**config.mk**
```make
export PLATFORM = sky130hd
export DESIGN_NAME = htw_fill_ram
export DESIGN_NICKNAME = d
export VERILOG_FILES = /design/src/sv/htw_fill_ram.sv
export SDC_FILE = /design/constraint.sdc
export NUM_CORES = 1
export LEC_CHECK = 0
export ABC_CLOCK_PERIOD_IN_PS = 1650
export BUFFER_PORTS_ARGS = -buffer_cell sky130_fd_sc_hd__buf_2
export CAP_MARGIN = 20
export CORE_ASPECT_RATIO = 2
export CORE_MARGIN = 2
export CORE_UTILIZATION = 45
export CTS_CLUSTER_SIZE = 20
export DETAILED_ROUTE_END_ITERATION = 10
export GPL_ROUTABILITY_DRIVEN = 0
export MAX_ROUTING_LAYER = met4
export SLEW_MARGIN = 20
export SYNTH_ARGS = -nofsm -noshare
export SYNTH_HDL_FRONTEND = slang
export SYNTH_SLANG_ARGS = --single-unit
```
**constraint.sdc**
```tcl
create_clock -name clk -period 1.65 [get_ports clk]
set_clock_uncertainty 0.1 [all_clocks]
set_input_delay 0.33 -clock clk [delete_from_list [all_inputs] [get_ports clk]]
set_output_delay 0.33 -clock clk [all_outputs]
set_load 0.05 [all_outputs]
```
**src/sv/htw_fill_ram.sv**
```systemverilog
// Per-slot fill counts: synchronous RAM with one valid bit per slot,
// so every slot reads as empty straight after reset. Depends on nothing.
`default_nettype none

module htw_fill_ram #(
    parameter int WHEEL_SLOTS = 60,
    parameter int SLOT_DEPTH  = 8
) (
    input  wire logic                              clk,
    input  wire logic                              rst_n,
    input  wire logic                              we,
    input  wire logic [$clog2(WHEEL_SLOTS)-1:0]    waddr,
    input  wire logic [$clog2(SLOT_DEPTH+1)-1:0]   wdata,
    input  wire logic                              re,
    input  wire logic [$clog2(WHEEL_SLOTS)-1:0]    raddr,
    output logic [$clog2(SLOT_DEPTH+1)-1:0]        rdata
);
    localparam int FW = $clog2(SLOT_DEPTH + 1);

    logic [FW-1:0]          mem [WHEEL_SLOTS];
    logic [WHEEL_SLOTS-1:0] vld_reg;
    logic [FW-1:0]          rd_data_reg;
    logic                   rd_vld_reg;

    // Storage array, no reset
    always_ff @(posedge clk)
    begin
        if (we)
            mem[waddr] <= wdata;
        if (re)
            rd_data_reg <= mem[raddr];
    end

    // Valid bits cleared at reset
    always_ff @(posedge clk or negedge rst_n)
    begin
        if (!rst_n)
        begin
            vld_reg    <= '0;
            rd_vld_reg <= 1'b0;
        end
        else
        begin
            if (we)
                vld_reg[waddr] <= 1'b1;
            if (re)
                rd_vld_reg <= vld_reg[raddr];
        end
    end

    // An unwritten slot reads as empty
    assign rdata = rd_vld_reg ? rd_data_reg : '0;

endmodule

`default_nettype wire

```
# Word level (Yosys, flattened, before mapping)
# Memories as Yosys holds them, arrays and structs flattened. A register that Yosys moved wholly into a read port is not among the register bits.
# Cells that the tools add are included.
[op_classes] add_sub_neg=0 n_mul=0 div_mod_pow=0 magnitude_cmp=3 eq_ne=0 shift=0 n_mux=7 bitwise=1 reduce_logical=1
[op_table] op="$or 60x60->60" count=1
[op_table] op="$lt 6x7->1 const B" count=2
[op_table] op="$bmux 1 s6" count=1
[op_table] op="$demux 1 s6" count=1
[op_table] op="$ge 6x1->1 const B" count=1
[op_table] op="$mux 1" count=4
[op_table] op="$mux 4" count=1
[op_table] op="$logic_and 1x1->1" count=1
[word_totals] regBits=61 latchBits=0 ramBits=240 rom_bits=0 in_bits=20 out_inout_bits=4 n_memories=1
[memory_table] memory="mem" words=60 word_bits=4 read_ports=1 rd_clocked_by_memory_dff=1 write_ports=1 line="20" text="logic [FW-1:0] mem [WHEEL_SLOTS];"

# Depth between registers and ports, before layout
# Gate-level depths: netlist of the first run.
[depth] depth_word=5 mapped_depth=8 ltp_nobuf=5

# Least setup slack after synthesis of the first run
# Ideal clock, no wire load.
[synth_path] path_type="input port to flip-flop" from="in raddr[0]" to="reg rd_data_reg[0], read port of mem, data pin" arrival_time_ps=1734 path_slack_ps=-454 path_stages=8 path_buffers=3 path_cell_list="buf_4 -> buf_6 -> buf_4 -> mux4_2 -> nand2_1 -> o21ai_0 -> a31oi_1 -> o21ai_0"
[synth_rtl] element="from (decl)" line="15" text="input wire logic [$clog2(WHEEL_SLOTS)-1:0] raddr,"
[synth_rtl] element="to (decl)" line="22" text="logic [FW-1:0] rd_data_reg;"

# Final worst setup path of the first run
[layout_path] from="reg vld_reg[35]" to="reg rd_vld_reg"
[layout_between] elab_chain_cells=2
[layout_lines] element="from (decl)" line="21" text="logic [WHEEL_SLOTS-1:0] vld_reg;"
[layout_lines] element="from (signal assigned)" line="39" text="vld_reg <= '0;"
[layout_lines] element="from (signal, indexed assignment)" line="45" text="vld_reg[waddr] <= 1'b1;"
[layout_lines] element="$bmux 1 s6" line="47" text="rd_vld_reg <= vld_reg[raddr];"
[layout_lines] element="$mux 1 (implied by the code)" line="47"
[layout_lines] element="to (signal assigned)" line="47"
[layout_lines] element="to (decl)" line="23" text="logic rd_vld_reg;"
# Every way passes these cells. The select of a mux whose other input is x is not followed.
# A chain may end at the register's enable or synchronous reset.

==> results of run 1 <==
-- through the flow --
step | setup slack [ps] | power (mW) | TNS, ps | utilization [%] | instances
floorplan | -306 | 9.80 | -5260 | - | 662
global placement | -677 | 10.4 | -10140 | 50.9 | 1116
detailed placement | -705 | 10.4 | -22640 | 50.9 | 1116
CTS | -292 | 16.4 | -1290 | 54.3 | 1162
global route | -341 | 16.7 | -1570 | 54.4 | 1163
finish | -281 | 16.2 | -1090 | 54.4 | 1163
-- layout make-up --
class | instances | share of cell area [%]
well taps | 348 | 2.99
inverters | 2 | 0.0515
flip-flops and latches | 305 | 60.8
multi-input cells | 322 | 22.2
repair buffers | 140 | 8.33
clock buffers | 25 | 4.29
clock inverters | 21 | 1.35
-- report_power, final --
group	total (mW)	switching (mW)	internal, mW
clock network	5.92	2.88	3.03
logic	1.48	0.727	0.750
registers	8.82	0.173	8.65
total	16.2	3.78	12.4
-- cells in the mapped netlist --
cell type / n / area [µm²]
clkinv_1: 1 / 3.75
nand2b_1: 11 / 68.8
clkbuf_4: 1 / 7.51
nor4_1: 4 / 25.0
o21ai_0: 5 / 25.0
o22ai_1: 8 / 50.1
a31oi_1: 5 / 31.3
or3b_2: 1 / 8.76
buf_6: 6 / 67.6
mux4_1: 6 / 158
nor2b_1: 3 / 18.8
nand4_1: 2 / 12.5
nand3_1: 7 / 35.0
o2111ai_2: 1 / 15.0
nand3b_1: 3 / 22.5
mux2_2: 2 / 22.5
edfxtp_1: 244 / 7330
a211oi_1: 3 / 22.5
o221ai_1: 4 / 35.0
o22a_1: 3 / 26.3
and2_1: 4 / 25.0
dfrtp_1: 61 / 1530
or3_1: 3 / 18.8
nor3b_1: 1 / 7.51
nand2_1: 17 / 63.8
nor3_1: 13 / 65.1
buf_4: 6 / 45.0
nand4b_1: 1 / 8.76
inv_1: 1 / 3.75
mux2i_1: 11 / 110
buf_2: 6 / 30.0
nor2_1: 73 / 274
clkbuf_1: 14 / 52.6
mux4_2: 70 / 1580
or2_2: 60 / 375
o211ai_1: 1 / 7.51
-- per-layer routing --
metal	GRT usage, %	up-vias	part of all wire [%]
met5	-	-	0
met4	12.7	0	6.4
met3	2.70	72	3.8
met2	39.7	172	56
met1	22.7	3310	33
li1	-	2854	-
-- cells by family (layout without fill, tap and decap cells) --
kind of cell,count (synthesis),count (layout),share of synthesized area (%)
compound gates,30,30,1.75
mux,89,89,15.3
flops,305,305,72.7
buf+inv,35,188,1.73
simple gates,203,203,8.46
-- what timing repair did --
item,CTS,global route
pin swaps,6,3
hold buffers,2,0
setup buffers,0,1
resized for setup,27,3
hold endpoints to repair,64,0
endpoints found under the setup margin,9,9
-- critical path: cells and delay by family (launching register included) --
kind / cells / cell delay [ps]
compound gates: 2 / 310
mux: 2 / 980
flops: 1 / 430
-- worst max path at each step --
stage | startpoint | endpoint | slack [ps]
2_1_floorplan | raddr[0] | rd_data_reg[0]$_DFFE_PP_ | -310
3_3_place_gp | raddr[1] | rd_vld_reg$_DFFE_PN0P_ | -680
3_5_place_dp | raddr[1] | rd_vld_reg$_DFFE_PN0P_ | -710
4_1_cts | vld_reg[35]$_DFFE_PN0P_ | rd_vld_reg$_DFFE_PN0P_ | -290
5_1_grt | vld_reg[35]$_DFFE_PN0P_ | rd_vld_reg$_DFFE_PN0P_ | -340
6_report | vld_reg[35]$_DFFE_PN0P_ | rd_vld_reg$_DFFE_PN0P_ | -280
==> metrics, run 1 <==
total track usage=22.0%; CP Launch Type=register; CP Data Arrival Time=2260 ps; first-pass GRT wire length=44000 µm; CP max stage delay=510 ps; Syn Nets=682; port bufs=23; reg-to-reg setup timing slack=-280 ps; DRT iter0 DRCs=379; max FFs per register=240; Max H-tree Level=1; post-synthesis instance area=12200 µm²; share of cells above drive strength 1=43.2%; Seq cells post-synth=305; launching point of the worst reg2reg path=vld_reg[35]$_DFFE_PN0P_; post-route minimum period=1930 ps; hold path depth=3; Diodes inserted=0; fin crit share=117%; worst skew pair latency=550 ps; remaining antenna violation count after routing=0; Die ar.=28500 µm²; Longest Clk Path Bufs=3; Hold EP=rd_vld_reg$_DFFE_PN0P_; sequential area share after synthesis=72.7%; final wirelength=29200 µm; final instance area=14600 µm²; hold path start=raddr[5]; vias in the first global route=7096; Final Hold Vio Count=0; clk slew on worst S/H paths=80 ps; die span in y=237 µm; r2r worst-path depth=4; Area after DPL=13700 µm²; most common cell after layout, fill and taps aside=edfxtp_1; multi-input logic area=3240 µm²; Reg area=8850 µm²; WS Path Type=reg2reg; pin count of the biggest net entering global routing=62; area grow syn2layout=19.7%; DR vias/cell=5.51; Post-route DRC=0; routed vias=6408; WL per Instance=25.1 µm; core area=26800 µm²; worst ir drop on vdd=0.836 mV; failing checks=setup timing; die span in x=120 µm; final worst setup slack=-281 ps; total gr overflow=0; status=finished with violations; max-cap violations=0; Hold WS=172 ps; CTS tree=yes; CP most frequent cell=mux4_2; Fillers=2183; HP Class=in2reg; row cnt=85; CTS root buf=clkbuf_16; Sink Count=305; WP data required=1970 ps; Initial DRT Pass Iterations=4; I/O Pins=24; f_max=518 MHz; Rel. slew slack=30.7%; Post-Syn Instances=662; final setup vio count=9; pwr/cell area=1110 nW/µm²; RSZ-0062 raised after global routing=yes; total CTS buffers=25; initial antenna violation count=0; Starting Density=45.4%; Syn. warnings=0; Layout Nets=816; DP Wirelength=20800 µm; Crit. End Element=register; most frequent cells in the layout=244 x edfxtp_1, 107 x buf_4, 72 x mux4_2; crit-path max FO=2; Worst Max-Slew Pin Slew=1040 ps; RR Endpoint=rd_vld_reg$_DFFE_PN0P_; leakage power=5.23 nW; crit-path cells=mux4_2 -> mux4_2 -> o2111ai_2 -> o211ai_1; Crit-path slowest cell=mux4_2; Distinct cells, synth=36; Avg Cell Area, Syn=18.4 µm²; Final Max Slew Viols=0
(Power assumes the default switching activity.)
==> run 2: changes to the inputs <==
--- a/config.mk
+++ b/config.mk
@@ -6,7 +6,7 @@
 export NUM_CORES = 1
 export LEC_CHECK = 0
 export ABC_CLOCK_PERIOD_IN_PS = 1650
-export BUFFER_PORTS_ARGS = -buffer_cell sky130_fd_sc_hd__buf_2
+export BUFFER_PORTS_ARGS = -buffer_cell sky130_fd_sc_hd__buf_4
 export CAP_MARGIN = 20
 export CORE_ASPECT_RATIO = 2
 export CORE_MARGIN = 2
@@ -15,6 +15,7 @@
 export DETAILED_ROUTE_END_ITERATION = 10
 export GPL_ROUTABILITY_DRIVEN = 0
 export MAX_ROUTING_LAYER = met4
+export SKIP_LAST_GASP = 1
 export SLEW_MARGIN = 20
 export SYNTH_ARGS = -nofsm -noshare
 export SYNTH_HDL_FRONTEND = slang
==> metrics, run 2 (synthesis results as in run 1) <==
I/O Pins=24; DRT iter0 DRCs=418; post-route minimum period=1970 ps; CP max stage delay=510 ps; Die ar.=28500 µm²; WL per Instance=25.6 µm; max-cap violations=0; failing checks=setup timing; vias in the first global route=7134; total gr overflow=0; Rel. slew slack=59.0%; Max H-tree Level=1; Longest Clk Path Bufs=3; hold path start=raddr[5]; most frequent cells in the layout=244 x edfxtp_1, 121 x buf_4, 72 x mux4_2; total CTS buffers=25; DP Wirelength=21300 µm; final setup vio count=9; Crit-path slowest cell=mux4_2; crit-path cells=mux4_2 -> mux4_2 -> o2111ai_2 -> o211ai_1; worst setup path endpoint=rd_vld_reg$_DFFE_PN0P_; CP Buf/Inv Count=0; RR Endpoint=rd_vld_reg$_DFFE_PN0P_; setup TNS=-1110 ps; worst skew pair latency=540 ps; Initial DRT Pass Iterations=4; crit-path max FO=2; port bufs=23; final wirelength=29900 µm; f_max=509 MHz; Worst setup startpoint=vld_reg[40]$_DFFE_PN0P_; Final Max Slew Viols=0; initial antenna violation count=0; remaining antenna violation count after routing=0; Reg area=8850 µm²; row cnt=85; pin count of the biggest net entering global routing=61; first-pass GRT wire length=45200 µm; die span in y=237 µm; HP Class=in2reg; DR vias/cell=5.52; CP Launch Type=register; core area=26800 µm²; clk slew on worst S/H paths=70 ps; reg-to-reg setup timing slack=-320 ps; Layout Nets=821; area grow syn2layout=21.3%; Diodes inserted=0; Sequential Power Share=52.9%; Sink Count=305; leakage power=5.30 nW; switching power=3.63 mW; fin crit share=119%; RSZ-0062 raised after global routing=yes; combinational group share of total power=9.4%; Final Hold Vio Count=0; CTS tree=yes; Starting Density=45.4%; CP Data Arrival Time=2280 ps; most common cell after layout, fill and taps aside=edfxtp_1; CP most frequent cell=mux4_2; final worst setup slack=-316 ps; Fillers=2133; Crit. path cell count=4; multi-input logic area=3270 µm²; die span in x=120 µm; max FFs per register=240; status=finished with violations; Worst Max-Slew Pin Slew=616 ps; Cell Int Power=13.0 mW; share of cells above drive strength 1=42.6%; clock power share=37.7%; Sw Share=21.8%; r2r worst-path depth=4; Post-route DRC=0; pwr/cell area=1130 nW/µm²; delay-heaviest family, CP=multiplexers; CTS root buf=clkbuf_16; Crit. End Element=register; total track usage=22.6%; worst ir drop on vdd=1.08 mV; WS Path Type=reg2reg; routed vias=6443; launching point of the worst reg2reg path=vld_reg[40]$_DFFE_PN0P_; Final Power=16.6 mW; WP data required=1960 ps
## run 2: cell type report
type	count	area share, %
Sequential cell	305	59.9
Multi-Input combinational cell	322	22.1
Timing Repair Buffer	145	9.13
Clock buffer	35	4.69
Tap cell	348	2.95
Clock inverter	10	1.11
Inverter	2	0.0508
## run 2: routing by layer
layer / routed length, µm / global-route usage [%] / part of all wire, % / vias up
li1: - / - / - / 2866
met1: 10600 / 24.7 / 35 / 3353
met2: 16600 / 40.8 / 56 / 158
met3: 1140 / 2.72 / 3.8 / 66
met4: 1550 / 10.1 / 5.2 / 0
met5: 0 / - / 0 / -
## run 2: through the flow
step                      cells  setup slack, ps  hold WS (ps)  util, %  area [µm²]
after detailed placement   1120             -831           154     51.5       13800
final                      1167             -316          80.6     55.1       14800
after CTS                  1168             -312          53.8     55.0       14700
after global placement     1120             -844           152     51.5       13800
after floorplan             662             -306         -65.6        -       12300
after global routing       1167             -407           121     55.1       14800
## run 2: how the worst min path moves through the flow
stage | cells after the start | to | slack (ps)
4_1_cts | 3 | rd_vld_reg$_DFFE_PN0P_ | 50
3_3_place_gp | 1 | vld_reg[0]$_DFFE_PN0P_ | 150
3_5_place_dp | 1 | vld_reg[0]$_DFFE_PN0P_ | 150
2_1_floorplan | 0 | rd_vld_reg$_DFFE_PN0P_ | -70
6_report | 3 | rd_vld_reg$_DFFE_PN0P_ | 80
5_1_grt | 1 | mem[39][1]$_DFFE_PP_ | 120
## run 2: what timing repair did
action                                 in CTS  in global routing
hold buffers                                2                  0
resized for setup                          19                  9
endpoints found under the hold margin      65                  0
pin swaps                                   2                  3
setup endpoints to repair                   9                  9
setup buffers                               1                  0
## run 2: power groups by stage
| stage | clock network, mW | logic, mW | registers [mW] |
|---|---|---|---|
| floorplan | 0 | 0.905 | 8.89 |
| global placement | 0 | 1.50 | 8.94 |
| detailed placement | 0 | 1.52 | 8.97 |
| CTS | 6.38 | 1.57 | 8.80 |
| global route | 6.67 | 1.66 | 8.84 |
| finish | 6.28 | 1.56 | 8.81 |
## run 2: worst register-to-register path: cells and delay by family (launching register included)
family         cells  cell delay (ps)
multiplexers       2             1020
flip-flops         1              400
AO/OA/AOI/OAI      2              320
==> run 3: changes to the inputs <==
--- a/config.mk
+++ b/config.mk
@@ -10,11 +10,12 @@
 export CAP_MARGIN = 20
 export CORE_ASPECT_RATIO = 2
 export CORE_MARGIN = 2
-export CORE_UTILIZATION = 45
+export CORE_UTILIZATION = 50
 export CTS_CLUSTER_SIZE = 20
 export DETAILED_ROUTE_END_ITERATION = 10
 export GPL_ROUTABILITY_DRIVEN = 0
 export MAX_ROUTING_LAYER = met4
+export PLACE_DENSITY = 0.68
 export SKIP_LAST_GASP = 1
 export SLEW_MARGIN = 20
 export SYNTH_ARGS = -nofsm -noshare
==> metrics, run 3 (synthesis results as in run 1) <==
Max H-tree Level=1; final wirelength=27500 µm; first-pass GRT wire length=41900 µm; HP Class=in2reg; status=finished with violations; most common cell after layout, fill and taps aside=edfxtp_1; Initial DRT Pass Iterations=5; clk slew on worst S/H paths=70 ps; total CTS buffers=26; area grow syn2layout=19.3%; reg-to-reg setup timing slack=-280 ps; Sink Count=305; Die ar.=25700 µm²; Hold WS=55.2 ps; CTS root buf=clkbuf_16; vias in the first global route=6975; CP Data Arrival Time=2240 ps; leakage power=5.22 nW; RSZ-0062 raised after global routing=yes; Starting Density=50.9%; Met3 Routed Length=904 µm; port bufs=23; initial antenna violation count=0; Final Power=16.7 mW; Diodes inserted=0; worst setup path endpoint=rd_vld_reg$_DFFE_PN0P_; total track usage=23.3%; worst ir drop on vdd=0.942 mV; DP Wirelength=19500 µm; Worst Max-Slew Pin Slew=674 ps; WP data required=1970 ps; DR vias/cell=5.78; max FFs per register=240; r2r worst-path depth=4; final setup vio count=9; crit-path max FO=2; DRT met1 WL=9520 µm; CTS tree=yes; fin crit share=117%; I/O Pins=24; routed vias=6311; Worst setup startpoint=vld_reg[38]$_DFFE_PN0P_; final worst setup slack=-277 ps; Final Hold Vio Count=0; Met2 Wirelength=15500 µm; Final Max Slew Viols=0; DR top layer=met4; most frequent cells in the layout=244 x edfxtp_1, 111 x buf_4, 71 x mux4_2; Rel. slew slack=55.1%; pin count of the biggest net entering global routing=61; core area=23900 µm²; # Post-CTS Setup Buffers=0; Crit. End Element=register; f_max=519 MHz; remaining antenna violation count after routing=0; WL per Instance=25.2 µm; CP Launch Type=register; die span in x=114 µm; Longest Clk Path Bufs=3; DRT iter0 DRCs=473; worst skew pair latency=540 ps; post-route minimum period=1930 ps; die span in y=225 µm; failing checks=setup timing; final core occ=60.7%; launching point of the worst reg2reg path=vld_reg[38]$_DFFE_PN0P_; Post-route DRC=0; row cnt=80; WS Path Type=reg2reg; RR Endpoint=rd_vld_reg$_DFFE_PN0P_; pwr/cell area=1150 nW/µm²; share of cells above drive strength 1=42.4%; total gr overflow=0; Layout Nets=805; max-cap violations=0
-- run 3: changes by cell type in the layout (fill, tap and decap cells not counted), sizes merged --
cell and change:
buf -17, clkinv +8, clkbuf -3, clkinvlp -3
-- run 3: per-layer routing --
metal  GRT usage [%]  vias up
li1                -     2829
met1            24.9     3248
met2            42.0      164
met3            2.40       70
met4            12.1        0
met5               -        -
-- run 3: worst max-delay path, stage by stage, from the launching register on --
cell	delay [ps]
dfrtp_1	400
mux4_2	490
mux4_2	530
o2111ai_2	180
o211ai_1	100
-- run 3: how the worst min path moves through the flow --
stage	from	end	cells after the start
6_report	raddr[5]	rd_vld_reg$_DFFE_PN0P_	3
2_1_floorplan	rst_n	rd_vld_reg$_DFFE_PN0P_	0
4_1_cts	raddr[5]	rd_vld_reg$_DFFE_PN0P_	3
5_1_grt	raddr[5]	rd_vld_reg$_DFFE_PN0P_	3
3_3_place_gp	rst_n	vld_reg[58]$_DFFE_PN0P_	1
3_5_place_dp	rst_n	vld_reg[56]$_DFFE_PN0P_	1
-- run 3: cell type report --
type / count / area, µm²
Inverter: 2 / 7.51
Sequential cell: 305 / 8850
Clock inverter: 15 / 181
Timing Repair Buffer: 128 / 1120
Tap cell: 287 / 359
Clock buffer: 32 / 724
Fill cell: 1683 / 9400
Multi-Input combinational cell: 322 / 3280
-- run 3: timing repair --
action                                  4_1_cts  5_1_grt
endpoints found under the hold margin        32        0
endpoints found under the setup margin        9        9
resized for setup                            22       10
hold buffers                                  2        0
pin swaps                                     6        6
-- run 3: power breakdown --
part / leakage, nW / internal (mW) / switching (mW)
sequential: 2.96 / 8.65 / 0.158
combinational: 1.81 / 0.741 / 0.719
clock: 0.446 / 3.75 / 2.67
total: 5.22 / 13.1 / 3.54
-- run 3: through the flow --
| step | setup slack, ps | instance area (µm²) | std cells | setup TNS [ps] |
|---|---|---|---|---|
| 2_1_floorplan | -306 | 12300 | 662 | -5260 |
| 3_3_place_gp | -694 | 13500 | 1042 | -6420 |
| 3_5_place_dp | -733 | 13500 | 1042 | -6840 |
| 4_1_cts | -294 | 14500 | 1091 | -1310 |
| 5_1_grt | -344 | 14500 | 1091 | -1690 |
| 6_report | -277 | 14500 | 1091 | -1160 |
