===== config.mk =====
export PLATFORM = sky130hd
export DESIGN_NAME = htw_div
export DESIGN_NICKNAME = d
export VERILOG_FILES = /design/src/sv/htw_pkg.sv /design/src/sv/htw_div.sv
export SDC_FILE = /design/constraint.sdc
export NUM_CORES = 1
export LEC_CHECK = 0
export BUFFER_PORTS_ARGS = -buffer_cell sky130_fd_sc_hd__buf_4
export CAP_MARGIN = 20
export CORE_UTILIZATION = 55
export DETAILED_ROUTE_END_ITERATION = 10
export GPL_ROUTABILITY_DRIVEN = 1
export GPL_TIMING_DRIVEN = 0
export PLACE_DENSITY = 0.78
export SLEW_MARGIN = 20
export SYNTH_ARGS = -nofsm -noshare
export SYNTH_HDL_FRONTEND = slang
export SYNTH_SLANG_ARGS = --single-unit

===== constraint.sdc =====
create_clock -name clk -period 9.8 [get_ports clk]
set_input_delay 1.96 -clock clk [delete_from_list [all_inputs] [get_ports clk]]
set_output_delay 1.96 -clock clk [all_outputs]
set_load 0.05 [all_outputs]

===== src/sv/htw_pkg.sv =====
// Shared types and constants of the hashed timeout wheel.
// No dependencies; compile first.
`default_nettype none

package htw_pkg;

    // Field widths of the transactions
    localparam int TOPIC_W   = 16;
    localparam int TIMEOUT_W = 20;
    localparam int ROUNDS_W  = 15;

    // Rounds counter saturation value
    localparam logic [ROUNDS_W-1:0] ROUNDS_MAX = '1;

    // Results a single tick may emit, and a counter wide enough for them
    localparam int MAX_RESULTS  = 8;
    localparam int RESULT_CNT_W = $clog2(MAX_RESULTS + 1);

    typedef enum logic [0:0] {
        OP_ADD  = 1'b0,
        OP_TICK = 1'b1
    } op_t;

    typedef enum logic [1:0] {
        KIND_ADD_OK   = 2'd0,
        KIND_ADD_FULL = 2'd1,
        KIND_EXPIRED  = 2'd2
    } kind_t;

    typedef struct packed {
        op_t                  operation;
        logic [TOPIC_W-1:0]   topic_id;
        logic [TIMEOUT_W-1:0] timeout_ticks;
    } request_t;

    typedef struct packed {
        kind_t                kind;
        logic [TOPIC_W-1:0]   expired_topic;
        logic [TIMEOUT_W-1:0] expired_timeout;
        logic                 last;
    } result_t;

    // One stored wheel entry
    typedef struct packed {
        logic [TOPIC_W-1:0]   topic;
        logic [TIMEOUT_W-1:0] timeout;
        logic [ROUNDS_W-1:0]  rounds;
    } entry_t;

endpackage

`default_nettype wire


===== src/sv/htw_div.sv =====
// Division of a timeout by the wheel size through reciprocal multiplication,
// pipelined as a multiply, an estimate and one correction step. Depends on htw_pkg.
`default_nettype none

module htw_div #(
    parameter int WHEEL_SLOTS = 60
) (
    input  wire logic                          clk,
    input  wire logic                          rst_n,
    input  wire logic                          start,
    input  wire logic [htw_pkg::TIMEOUT_W-1:0] dividend,
    output logic                               done,
    output logic [htw_pkg::TIMEOUT_W-1:0]      quotient,
    output logic [$clog2(WHEEL_SLOTS)-1:0]     remainder
);
    import htw_pkg::*;

    localparam int RW = $clog2(WHEEL_SLOTS);
    localparam int PW = 2 * TIMEOUT_W;
    // floor(2^TIMEOUT_W / WHEEL_SLOTS): the estimate is low by at most one
    localparam logic [TIMEOUT_W-1:0] RECIP =
        TIMEOUT_W'((64'd1 << TIMEOUT_W) / 64'(WHEEL_SLOTS));
    localparam logic [TIMEOUT_W-1:0] DIVISOR = TIMEOUT_W'(WHEEL_SLOTS);

    logic [2:0]           stage_reg, stage_next;
    logic                 done_reg, done_next;
    logic [TIMEOUT_W-1:0] x_reg, x_next;
    logic [PW-1:0]        prod_reg, prod_next;
    logic [TIMEOUT_W-1:0] qe_reg, qe_next;
    logic [TIMEOUT_W-1:0] qd_reg, qd_next;
    logic [TIMEOUT_W-1:0] q_reg, q_next;
    logic [RW-1:0]        r_reg, r_next;
    logic [TIMEOUT_W-1:0] r_est;

    // Multiply by the reciprocal, form the estimate, then correct it once
    always_comb
    begin
        stage_next = {stage_reg[1:0], start};
        done_next  = stage_reg[2];
        x_next     = start ? dividend : x_reg;
        prod_next  = prod_reg;
        qe_next    = qe_reg;
        qd_next    = qd_reg;
        q_next     = q_reg;
        r_next     = r_reg;
        r_est      = x_reg - qd_reg;
        if (stage_reg[0])
            prod_next = PW'(x_reg) * PW'(RECIP);
        if (stage_reg[1])
        begin
            qe_next = prod_reg[PW-1:TIMEOUT_W];
            qd_next = prod_reg[PW-1:TIMEOUT_W] * DIVISOR;
        end
        if (stage_reg[2])
        begin
            if (r_est >= DIVISOR)
            begin
                q_next = qe_reg + 1'b1;
                r_next = RW'(r_est - DIVISOR);
            end
            else
            begin
                q_next = qe_reg;
                r_next = r_est[RW-1:0];
            end
        end
    end

    always_ff @(posedge clk or negedge rst_n)
    begin
        if (!rst_n)
        begin
            stage_reg <= '0;
            done_reg  <= 1'b0;
            x_reg     <= '0;
            prod_reg  <= '0;
            qe_reg    <= '0;
            qd_reg    <= '0;
            q_reg     <= '0;
            r_reg     <= '0;
        end
        else
        begin
            stage_reg <= stage_next;
            done_reg  <= done_next;
            x_reg     <= x_next;
            prod_reg  <= prod_next;
            qe_reg    <= qe_next;
            qd_reg    <= qd_next;
            q_reg     <= q_next;
            r_reg     <= r_next;
        end
    end

    assign done      = done_reg;
    assign quotient  = q_reg;
    assign remainder = r_reg;

endmodule

`default_nettype wire


* After elaboration in Yosys (flattened, before gate mapping) *
Cells that the tools add are included.

operators by class
  $add $sub $neg = 3
  multipliers = 2
  $lt $le $gt $ge = 1
  muxes and demuxes = 2

operator list
  cell                                                                number
  multiplier 20 x 13 -> 33 bit, second input constant                 1
  greater-or-equal comparator 20 x 6 -> 1 bit, second input constant  1
  subtractor 20 bit                                                   1
  multiplier 15 x 4 -> 18 bit, second input constant                  1
  adder 15 x 1 -> 16 bit, second input constant                       1
  two-way mux 16 bit                                                  1
  two-way mux 6 bit                                                   1
  subtractor 6 bit, second input constant                             1

storage, ports and cells
  flip-flop bits (word level) = 116
  input port bits = 23
  output and inout port bits = 27
  logic and storage cells = 16

* Depth between registers and ports, before layout *
Gate-level depths: netlist of run 1.

  depth after elaboration = 3
  gate-level depth with buffers = 17
  depth with buffers taken out = 17

* Worst setup path after synthesis of run 1 *
Ideal clock, no wire load.

  kind = flip-flop to flip-flop
  start point = register x_reg[4]
  end point = register prod_reg[32]
  library setup time = 0.142 ns
  arrival = 4.021 ns
  required time = 9.658 ns
  setup slack = 5.638 ns
  stages on the path, launching flop included = 16
  buffers on the path = 0
  clock period less this slack = 4.162 ns
  path through = dfrtp_1 > ha_1 > fa_1 > fa_1 > ha_1 > ha_1 > a21o_1 > a21o_1 > a21o_1 > a31oi_1 > a31oi_1 > o2111ai_1 > a31oi_1 > a311oi_1 > xor2_1 > mux2i_1

on the way
  longest elaborated chain between the ends = 1

RTL lines
  what                          line           RTL
  from (decl)                   htw_div.sv:27  logic [TIMEOUT_W-1:0] x_reg, x_next;
  from (signal assigned)        htw_div.sv:86  x_reg <= x_next;
  multiplier 20 x 13 -> 33 bit  htw_div.sv:48  prod_next = PW'(x_reg) * PW'(RECIP);
  to (signal assigned)          htw_div.sv:87  prod_reg <= prod_next;
  to (decl)                     htw_div.sv:28  logic [PW-1:0] prod_reg, prod_next;

Every way passes these cells.
A chain may end at the register's enable or synchronous reset.

* Worst setup path after layout of run 1 *
  start point = register x_reg[8]
  end point = register prod_reg[33]

The elaborated chain is that of the path after synthesis.

==> out/summary.txt, run 1 <==
Outcome -> finished clean
DRC Markers -> 0
Sequential cell area fraction in the yosys report -> 28.8%
Final ANT Viol Nets -> 0
Total Routing Usage GR -> 26.8%
Synthesis warning total -> 0
Yosys top cell area share -> 28.8%
Worst path arrival time -> 4.88 ns
First-pass DRT Iterations -> 5
Setup_tns -> 0 ns
Clk pin slew, worst setup/hold paths -> 0.07 ns
Die H -> 123 um
Delay-heaviest family, CP -> adder cells
Core area -> 0.0141 sq mm
Die footprint -> 0.0152 sq mm
CTS Buffer Depth -> 2
#FFs+latches synth -> 93
Worst hold path type -> reg2reg
Antenna violations before repair -> 0
Hold WS -> 0.376 ns
WP buf/inv -> 0
Ys flop type -> dfrtp_1
Clock Skews -> 0.00819 ns
Final Cycle Share -> 47.7%
Worst endpoint required time -> 10.01 ns
Wirelength per Cell -> 17.3 um
Vias in the first global route -> 6365
Root buffer cell -> clkbuf_16
Die X-Extent -> 123 um
Max Freq -> 214 MHz
Crit path max-delay cell type -> dfrtp_1
Number of flip-flops in the largest register -> 20
Post-place instance area -> 0.00865 sq mm
Hold Fails Final Rpt -> 0
Vias per cell -> 5.90
RSZ-0062 raised after global routing -> false
Slew headroom -> 42.0%
Fillers -> 1195
Critical path cell sequence -> ha_1 -> fa_1 -> fa_1 -> ha_1 -> ha_1 -> a21o_1 -> a21o_1 -> a21o_1 -> a31oi_1 -> a31oi_1 -> o2111ai_1 -> a31oi_1 -> a211oi_1 -> xor2_1 -> mux2i_1
Crit path largest cell delay -> 0.54 ns
Yosys cell types -> 65
Synth top area cells -> dfrtp_1, ha_1, fa_1
Most used standard cell by instance count after synthesis -> ha_1
Clock Sinks -> 93
Total gr overflow -> 0
Number of synthesized flops with an enable pin -> 0
Commonest cells in the netlist -> ha_1, dfrtp_1, inv_1
Initial core utilization -> 57.3%
CTS resizes -> 0
Final Wtd Congestion -> 0.922
First-pass GRT wire length -> 31300 um
Tightest Pin Transition -> 0.871 ns
Crit. End Element -> flip-flop
Max-cap violations -> 0
1st-iter DRT viols -> 390
Crit Path Class -> reg2reg
Cells after Synth -> 806
Slew Limit Fails -> 0
Num rows -> 43
Clk Latency, worst-skew pair -> 0.35 ns
Detailed Place HPWL -> 14000 um
Setup fix buffers added after clock tree synthesis -> 0
Final setup vio count -> 0
CTS tree -> done
Layout cells sized above 1 -> 13.1%
CTS HTree Levels -> 3
Port Buffers -> 45
Cell taking the most area after synthesis -> dfrtp_1
CTS Buf Count -> 9
Nets -> 1057
Crit-path max FO -> 5
Cts hold-fix bufs -> 0
Ports -> 50
Fin area -> 0.00896 sq mm
N_diodes -> 0
Asr flop ratio synth -> 100%
Post-layout minimum cycle time -> 4.68 ns
Synthesized area per cell -> 10.0 sq um
CP Launch Type -> flip-flop
P&R area growth vs syn -> 11.0%
Via count -> 6192
Synth Cell Area -> 0.00807 sq mm
Routed wire length -> 18100 um
Pin count of the biggest net entering global routing -> 94
[cell usage in the layout, fill, tap and decap left out, types with 5 or more instances in the layout]
cell       count
ha_1         122
dfrtp_1       93
inv_1         84
nand2_1       59
buf_4         49
o21ai_0       47
fa_1          47
nor2_1        41
mux2_2        34
a21oi_1       28
xnor2_1       19
clkbuf_1      16
a21o_1        15
nand3_1       15
xor2_1        15
or3_1         13
a31oi_1       12
mux2i_1       11
nor3_1        11
clkbuf_16      9
and3_1         6
o21a_1         6
o2111ai_1      6
a211oi_1       6
or4_1          6
and2_1         5
o211ai_1       5
or2_2          5
nor4_1         5
o31ai_1        5
[worst reg2reg max path, stage by stage, from the launching register on]
cell	delay, ns
dfrtp_1	0.54
ha_1	0.31
fa_1	0.54
fa_1	0.44
ha_1	0.31
ha_1	0.32
a21o_1	0.19
a21o_1	0.18
a21o_1	0.17
a31oi_1	0.21
a31oi_1	0.19
o2111ai_1	0.29
a31oi_1	0.22
a211oi_1	0.35
xor2_1	0.19
mux2i_1	0.09
[cell type report]
type	count	area [sq um]	area share (%)
clock buffers	10	239	2.67
repair buffers	45	342	3.81
flip-flops and latches	93	2330	26.0
multi-input cells	608	5320	59.4
clock inverters	6	70.1	0.782
well taps	180	225	2.51
inverters	84	315	3.52
plain buffers	24	116	1.30
[through the flow]
| step | utilization [%] | setup slack [ns] | std cells |
|---|---|---|---|
| 6_report | 63.6 | 5.12 | 1050 |
| 2_1_floorplan | - | 5.64 | 809 |
| 3_5_place_dp | 61.4 | 5.13 | 1034 |
| 3_3_place_gp | 61.3 | 5.18 | 1034 |
| 4_1_cts | 63.6 | 5.12 | 1050 |
| 5_1_grt | 63.6 | 4.80 | 1050 |
[kinds of logic (layout without fill, tap and decap cells)]
group | after synthesis | in the layout | synth area share (%)
xor gates and xnor gates | 35 | 35 | 3.89
adders and majority gates | 169 | 169 | 30.6
muxes | 45 | 45 | 6.11
DFF | 93 | 93 | 28.8
AOI/OAI and AO/OA | 169 | 169 | 14.0
and+or+nand+nor | 186 | 186 | 11.2
buffers and inverters | 108 | 169 | 5.35
other | 1 | 4 | 0.0465
[path summary, 6_finish.rpt]
check                        startpoint           end  slack, ns  cells past startpoint
max                            x_reg[8]  prod_reg[33]       5.12                     15
min in group asynchronous         rst_n  remainder[5]       1.71                      1
min                        stage_reg[1]  stage_reg[2]       0.38                      0
min reg2reg                stage_reg[1]  stage_reg[2]       0.38                      0
max in group asynchronous         rst_n    qd_reg[16]       7.51                      1
max reg2reg                    x_reg[8]  prod_reg[33]       5.12                     15
[layer usage]
metal	vias to the layer above	share of wire (%)	track usage (%)
li1	2968	-	-
met1	3039	46	36.6
met2	151	47	43.5
met3	34	4.4	3.37
met4	0	2.4	10.2
met5	-	0	0
Power of run 1 is left out: the tool's default activity adds up to more than one toggle a clock period on the data nets, which glitch-free logic cannot reach.
==> run 2, diff against run 1 <==
clock period = 4.4 ns   (was 9.8 ns; I/O delays follow)
==> out/summary.txt, run 2 (synthesized netlist as in run 1, its figures left out) <==
1st-iter DRT viols -> 363 (-6.9%)
Pin count of the biggest net entering global routing -> 94 (unchanged)
Port Buffers -> 45 (unchanged)
Core area -> 0.0141 sq mm (unchanged)
Antenna violations before repair -> 0 (unchanged)
Detailed Place HPWL -> 14000 um (unchanged)
First-pass DRT Iterations -> 5 (unchanged)
N_diodes -> 0 (unchanged)
Clk pin slew, worst setup/hold paths -> 0.07 ns (about the same)
Worst hold path type -> reg2reg
CTS HTree Levels -> 3 (unchanged)
Max-cap violations -> 0 (unchanged)
CTS Buffer Depth -> 2 (unchanged)
CTS tree -> done
Clock Skews -> 0.00910 ns (+0.000910 ns)
Max Freq -> 235 MHz (+10%)
Via count -> 6271 (+1.3%)
Tightest Pin Transition -> 0.872 ns (+0.00122 ns)
Root buffer cell -> clkbuf_16
Worst endpoint required time -> 4.63 ns (-5.38 ns)
Wirelength per Cell -> 17.6 um (+1.8%)
Vias per cell -> 5.92 (+0.42%)
Fin area -> 0.00920 sq mm (+2.7%)
Fillers -> 1153 (-3.5%)
First-pass GRT wire length -> 31600 um (+0.75%)
Final setup vio count -> 0 (unchanged)
Core Util, Final -> 65.2% (+1.7 points)
Crit. End Element -> flip-flop
Die H -> 123 um (unchanged)
Crit-path max FO -> 4 (-1)
Die X-Extent -> 123 um (unchanged)
Crit Path Class -> reg2reg
CP Launch Type -> flip-flop
Total Routing Usage GR -> 27.1% (+0.27 points)
Setup_tns -> 0 ns (unchanged)
Num rows -> 43 (unchanged)
Layout cells sized above 1 -> 16.6% (+3.5 points)
Post-place instance area -> 0.00865 sq mm (unchanged)
Worst path arrival time -> 4.48 ns (-0.40 ns)
Reg2Reg Setup Slack -> 0.15 ns (-4.97 ns)
Most common cell after layout, fill and taps aside -> ha_1
Total gr overflow -> 0 (unchanged)
Final Wtd Congestion -> 0.922 (unchanged)
Commonest cells after routing, fill and taps aside -> ha_1, dfrtp_1, inv_1
Die footprint -> 0.0152 sq mm (unchanged)
Outcome -> finished clean
Slew Limit Fails -> 0 (unchanged)
Nets -> 1066 (+0.85%)
Clk Latency, worst-skew pair -> 0.35 ns (about the same)
Hold Fails Final Rpt -> 0 (unchanged)
P&R area growth vs syn -> 14.0%
Post-layout minimum cycle time -> 4.25 ns (-0.429 ns)
Clock Sinks -> 93 (unchanged)
Final Cycle Share -> 96.5% (+49 points)
CTS Buf Count -> 9 (unchanged)
Number of flip-flops in the largest register -> 20 (unchanged)
Initial core utilization -> 57.3% (unchanged)
Slew headroom -> 41.9% (-0.082 points)
Vias in the first global route -> 6405 (+0.63%)
Ports -> 50 (unchanged)
Routed wire length -> 18600 um (+2.7%)
Final ANT Viol Nets -> 0 (unchanged)
DRC Markers -> 0 (unchanged)
[run 2: cell types whose count changed in the layout (fill, tap and decap cells not counted), moves of 2 or more]
cell,before,now
fa_2,0,2
ha_4,0,6
a31oi_4,0,3
ha_1,122,116
a211oi_2,0,3
o21ai_1,0,2
dfrtp_1,93,87
a31oi_1,12,9
dfrtp_2,0,6
buf_4,49,58
a211oi_1,6,3
o21ai_0,47,45
fa_1,47,45
[run 2: path summary, 6_finish.rpt]
check,start,endpoint,cells after the start
setup / recovery,x_reg[7],prod_reg[24],17
hold / removal,stage_reg[1],stage_reg[2],0
setup reg to reg,x_reg[7],prod_reg[24],17
hold reg to reg,stage_reg[1],stage_reg[2],0
max in group asynchronous,rst_n,prod_reg[22],1
min in group asynchronous,rst_n,qd_reg[3],1
[run 2: per-layer routing]
metal  GRT usage (%)  routed length [um]  vias up
met4            10.9                 525        0
li1                -                   -     2986
met3            3.41                 784       41
met5               0                   0        -
met2            43.8                8840      164
met1            36.8                8460     3080
[run 2: layout make-up]
| cell class | count | area, sq um | share of cell area, % |
|---|---|---|---|
| Clock buffer | 10 | 239 | 2.60 |
| Buffer | 24 | 116 | 1.27 |
| Sequential cell | 93 | 2330 | 25.4 |
| Timing Repair Buffer | 54 | 409 | 4.45 |
| Inverter | 84 | 315 | 3.43 |
| Tap cell | 180 | 225 | 2.45 |
| Multi-Input combinational cell | 608 | 5490 | 59.7 |
| Clock inverter | 6 | 70.1 | 0.762 |
[run 2: repair_timing]
action                                 in CTS  in global routing
setup endpoints to repair                   7                 13
buffers inserted                            2                  7
resized for setup                          14                 15
endpoints found under the hold margin       0                  0
hold buffers                                0                  0
pin swaps                                   5                 15
gates cloned                                0                  0
[run 2: critical path: stages, from the launching register on]
cell and delay [ns]:
dfrtp_2 0.47, ha_4 0.26, inv_1 0.07, fa_2 0.47
fa_1 0.49, inv_1 0.04, ha_1 0.18, ha_1 0.31
a21o_1 0.19, a21o_1 0.18, a21o_1 0.18, a31oi_4 0.20
nand2_1 0.13, a21o_1 0.21, a21o_1 0.20, a211oi_1 0.23
nor2_1 0.07, mux2_2 0.26
[run 2: metrics by stage]
stage               worst slack (ns)  std cells  hold WS [ns]
floorplan                      0.238        809         0.352
global placement              -0.221       1034         0.361
detailed placement            -0.272       1034         0.361
CTS                           0.0112       1052         0.378
global route                -0.00907       1059         0.379
finish                         0.154       1059         0.376
Power of run 2 is left out for the same reason.
==> run 3, diff against run 2 <==
CORE_UTILIZATION = 30   (was 55)
PLACE_DENSITY = 0.5   (was 0.78)
==> out/summary.txt, run 3 (synthesized netlist as in run 1, its figures left out) <==
Worst endpoint required time -> 4.62 ns (about the same)
Final setup vio count -> 0 (unchanged)
Final Wtd Congestion -> 0.828 (-10%)
Slew headroom -> 42.4% (+0.54 points)
Critical Path Most Common Cell -> ha_1
Clock Sinks -> 93 (unchanged)
CP Launch Type -> flip-flop
Total gr overflow -> 0 (unchanged)
CTS tree -> done
Worst hold path type -> reg2reg
WP buf/inv -> 1 (-1)
Vias per cell -> 5.01 (-15%)
Clk pin slew, worst setup/hold paths -> 0.08 ns (about the same)
Commonest cells after routing, fill and taps aside -> ha_1, dfrtp_1, inv_1
Root buffer cell -> clkbuf_16
Layout cells sized above 1 -> 17.7% (+1.1 points)
Antenna violations before repair -> 0 (unchanged)
Most common cell after layout, fill and taps aside -> ha_1
Pin count of the biggest net entering global routing -> 94 (unchanged)
CTS HTree Levels -> 3 (unchanged)
Clk Latency, worst-skew pair -> 0.36 ns (about the same)
Crit-path max FO -> 4 (unchanged)
Setup_tns -> 0 ns (unchanged)
Vias in the first global route -> 6194 (-3.3%)
Wirelength per Cell -> 16.0 um (-9.2%)
First-pass DRT Iterations -> 8 (+3)
Max-cap violations -> 0 (unchanged)
Tightest Pin Transition -> 0.864 ns (-0.00811 ns)
Crit. End Element -> flip-flop
Hold Fails Final Rpt -> 0 (unchanged)
Slew Limit Fails -> 0 (unchanged)
Final Cycle Share -> 96.4% (about the same)
Max Freq -> 236 MHz (about the same)
CTS Buf Count -> 9 (unchanged)
Core area -> 0.0262 sq mm (+86%)
Detailed Place HPWL -> 15100 um (+7.4%)
Post-layout minimum cycle time -> 4.24 ns (-0.00289 ns)
Clock Skews -> 0.0134 ns (+0.00428 ns)
Worst path arrival time -> 4.47 ns (about the same)
Total Routing Usage GR -> 14.8% (-12 points)
N_diodes -> 0 (unchanged)
RSZ-0062 raised after global routing -> true
Delay-heaviest family, CP -> adder cells
Final ANT Viol Nets -> 0 (unchanged)
Outcome -> finished, violations left
Ports -> 50 (unchanged)
Critical path cell sequence -> buf_4 -> ha_1 -> fa_1 -> fa_1 -> ha_1 -> ha_1 -> o21a_1 -> o21a_1 -> o21ai_2 -> a31oi_4 -> o2111ai_4 -> a31oi_4 -> a311oi_2 -> xor2_1 -> mux2i_1
Via count -> 6087 (-2.9%)
Crit path max-delay cell type -> fa_1
Cells after DPL -> 1189 (+15%)
1st-iter DRT viols -> 304 (-16%)
Number of flip-flops in the largest register -> 20 (unchanged)
Initial core utilization -> 30.8% (-26 points)
Nets -> 1067 (+0.094%)
Crit Path Class -> reg2reg
CTS Buffer Depth -> 2 (unchanged)
Num rows -> 59 (+37%)
P&R area growth vs syn -> 16.9%
Routed wire length -> 19400 um (+4.2%)
Failing checks -> design-rule violations
First-pass GRT wire length -> 32400 um (+2.7%)
Die footprint -> 0.0276 sq mm (+82%)
DRC Markers -> 6 (+6)
Port Buffers -> 45 (unchanged)
Final std cells w/o fill -> 1215 (+15%)
Die H -> 166 um (+35%)
Die X-Extent -> 166 um (+35%)
Crit path largest cell delay -> 0.54 ns (+0.05 ns)
## run 3: cell types whose count changed in the layout (fill, tap and decap cells not counted), moves of 2 or more
cell / delta
ha_4: +3
inv_1: -2
o21ai_1: -2
inv_2: +2
inv_8: +3
ha_1: -4
## run 3: metal layers
metal | up-vias | global-route usage, % | wire length (um)
met4 | 0 | 3.58 | 236
met3 | 15 | 2.22 | 518
met2 | 80 | 23.8 | 8940
li1 | 3010 | - | -
met1 | 2982 | 20.9 | 9690
met5 | - | 0 | 0
## run 3: worst paths after layout
check	from	to	slack [ns]	cells after the start
worst min-delay path	stage_reg[1]	stage_reg[2]	0.39	0
worst max-delay path	x_reg[7]	prod_reg[32]	0.16	15
worst min register to register	stage_reg[1]	stage_reg[2]	0.39	0
min in group asynchronous	rst_n	remainder[5]	0.61	1
max in group asynchronous	rst_n	prod_reg[22]	3.15	1
worst max register to register	x_reg[7]	prod_reg[32]	0.16	15
## run 3: timing repair
item                                   in CTS  in global routing
endpoints found under the hold margin       0                  0
setup endpoints to repair                   9                 11
setup buffers                               6                  4
pin swaps                                   4                 21
gates resized for setup                    14                 23
hold buffers                                0                  0
## run 3: per-stage QoR
stage	util [%]	setup WS, ns	area, sq um	hold slack [ns]
after detailed placement	33.7	-0.382	8840	0.384
final	36.0	0.156	9430	0.394
after global placement	33.7	-0.419	8840	0.400
after global routing	36.0	-0.0218	9430	0.403
after CTS	35.3	0.0135	9260	0.401
after floorplan	-	0.238	8080	0.352
## run 3: area by class of cell
class,count,area [sq um]
Multi-Input combinational cell,608,5540
Fill cell,2649,16800
Clock inverter,7,65.1
Inverter,84,315
Buffer,24,116
Clock buffer,9,225
Timing Repair Buffer,55,417
Tap cell,335,419
Sequential cell,93,2340
Power of run 3 is left out for the same reason.
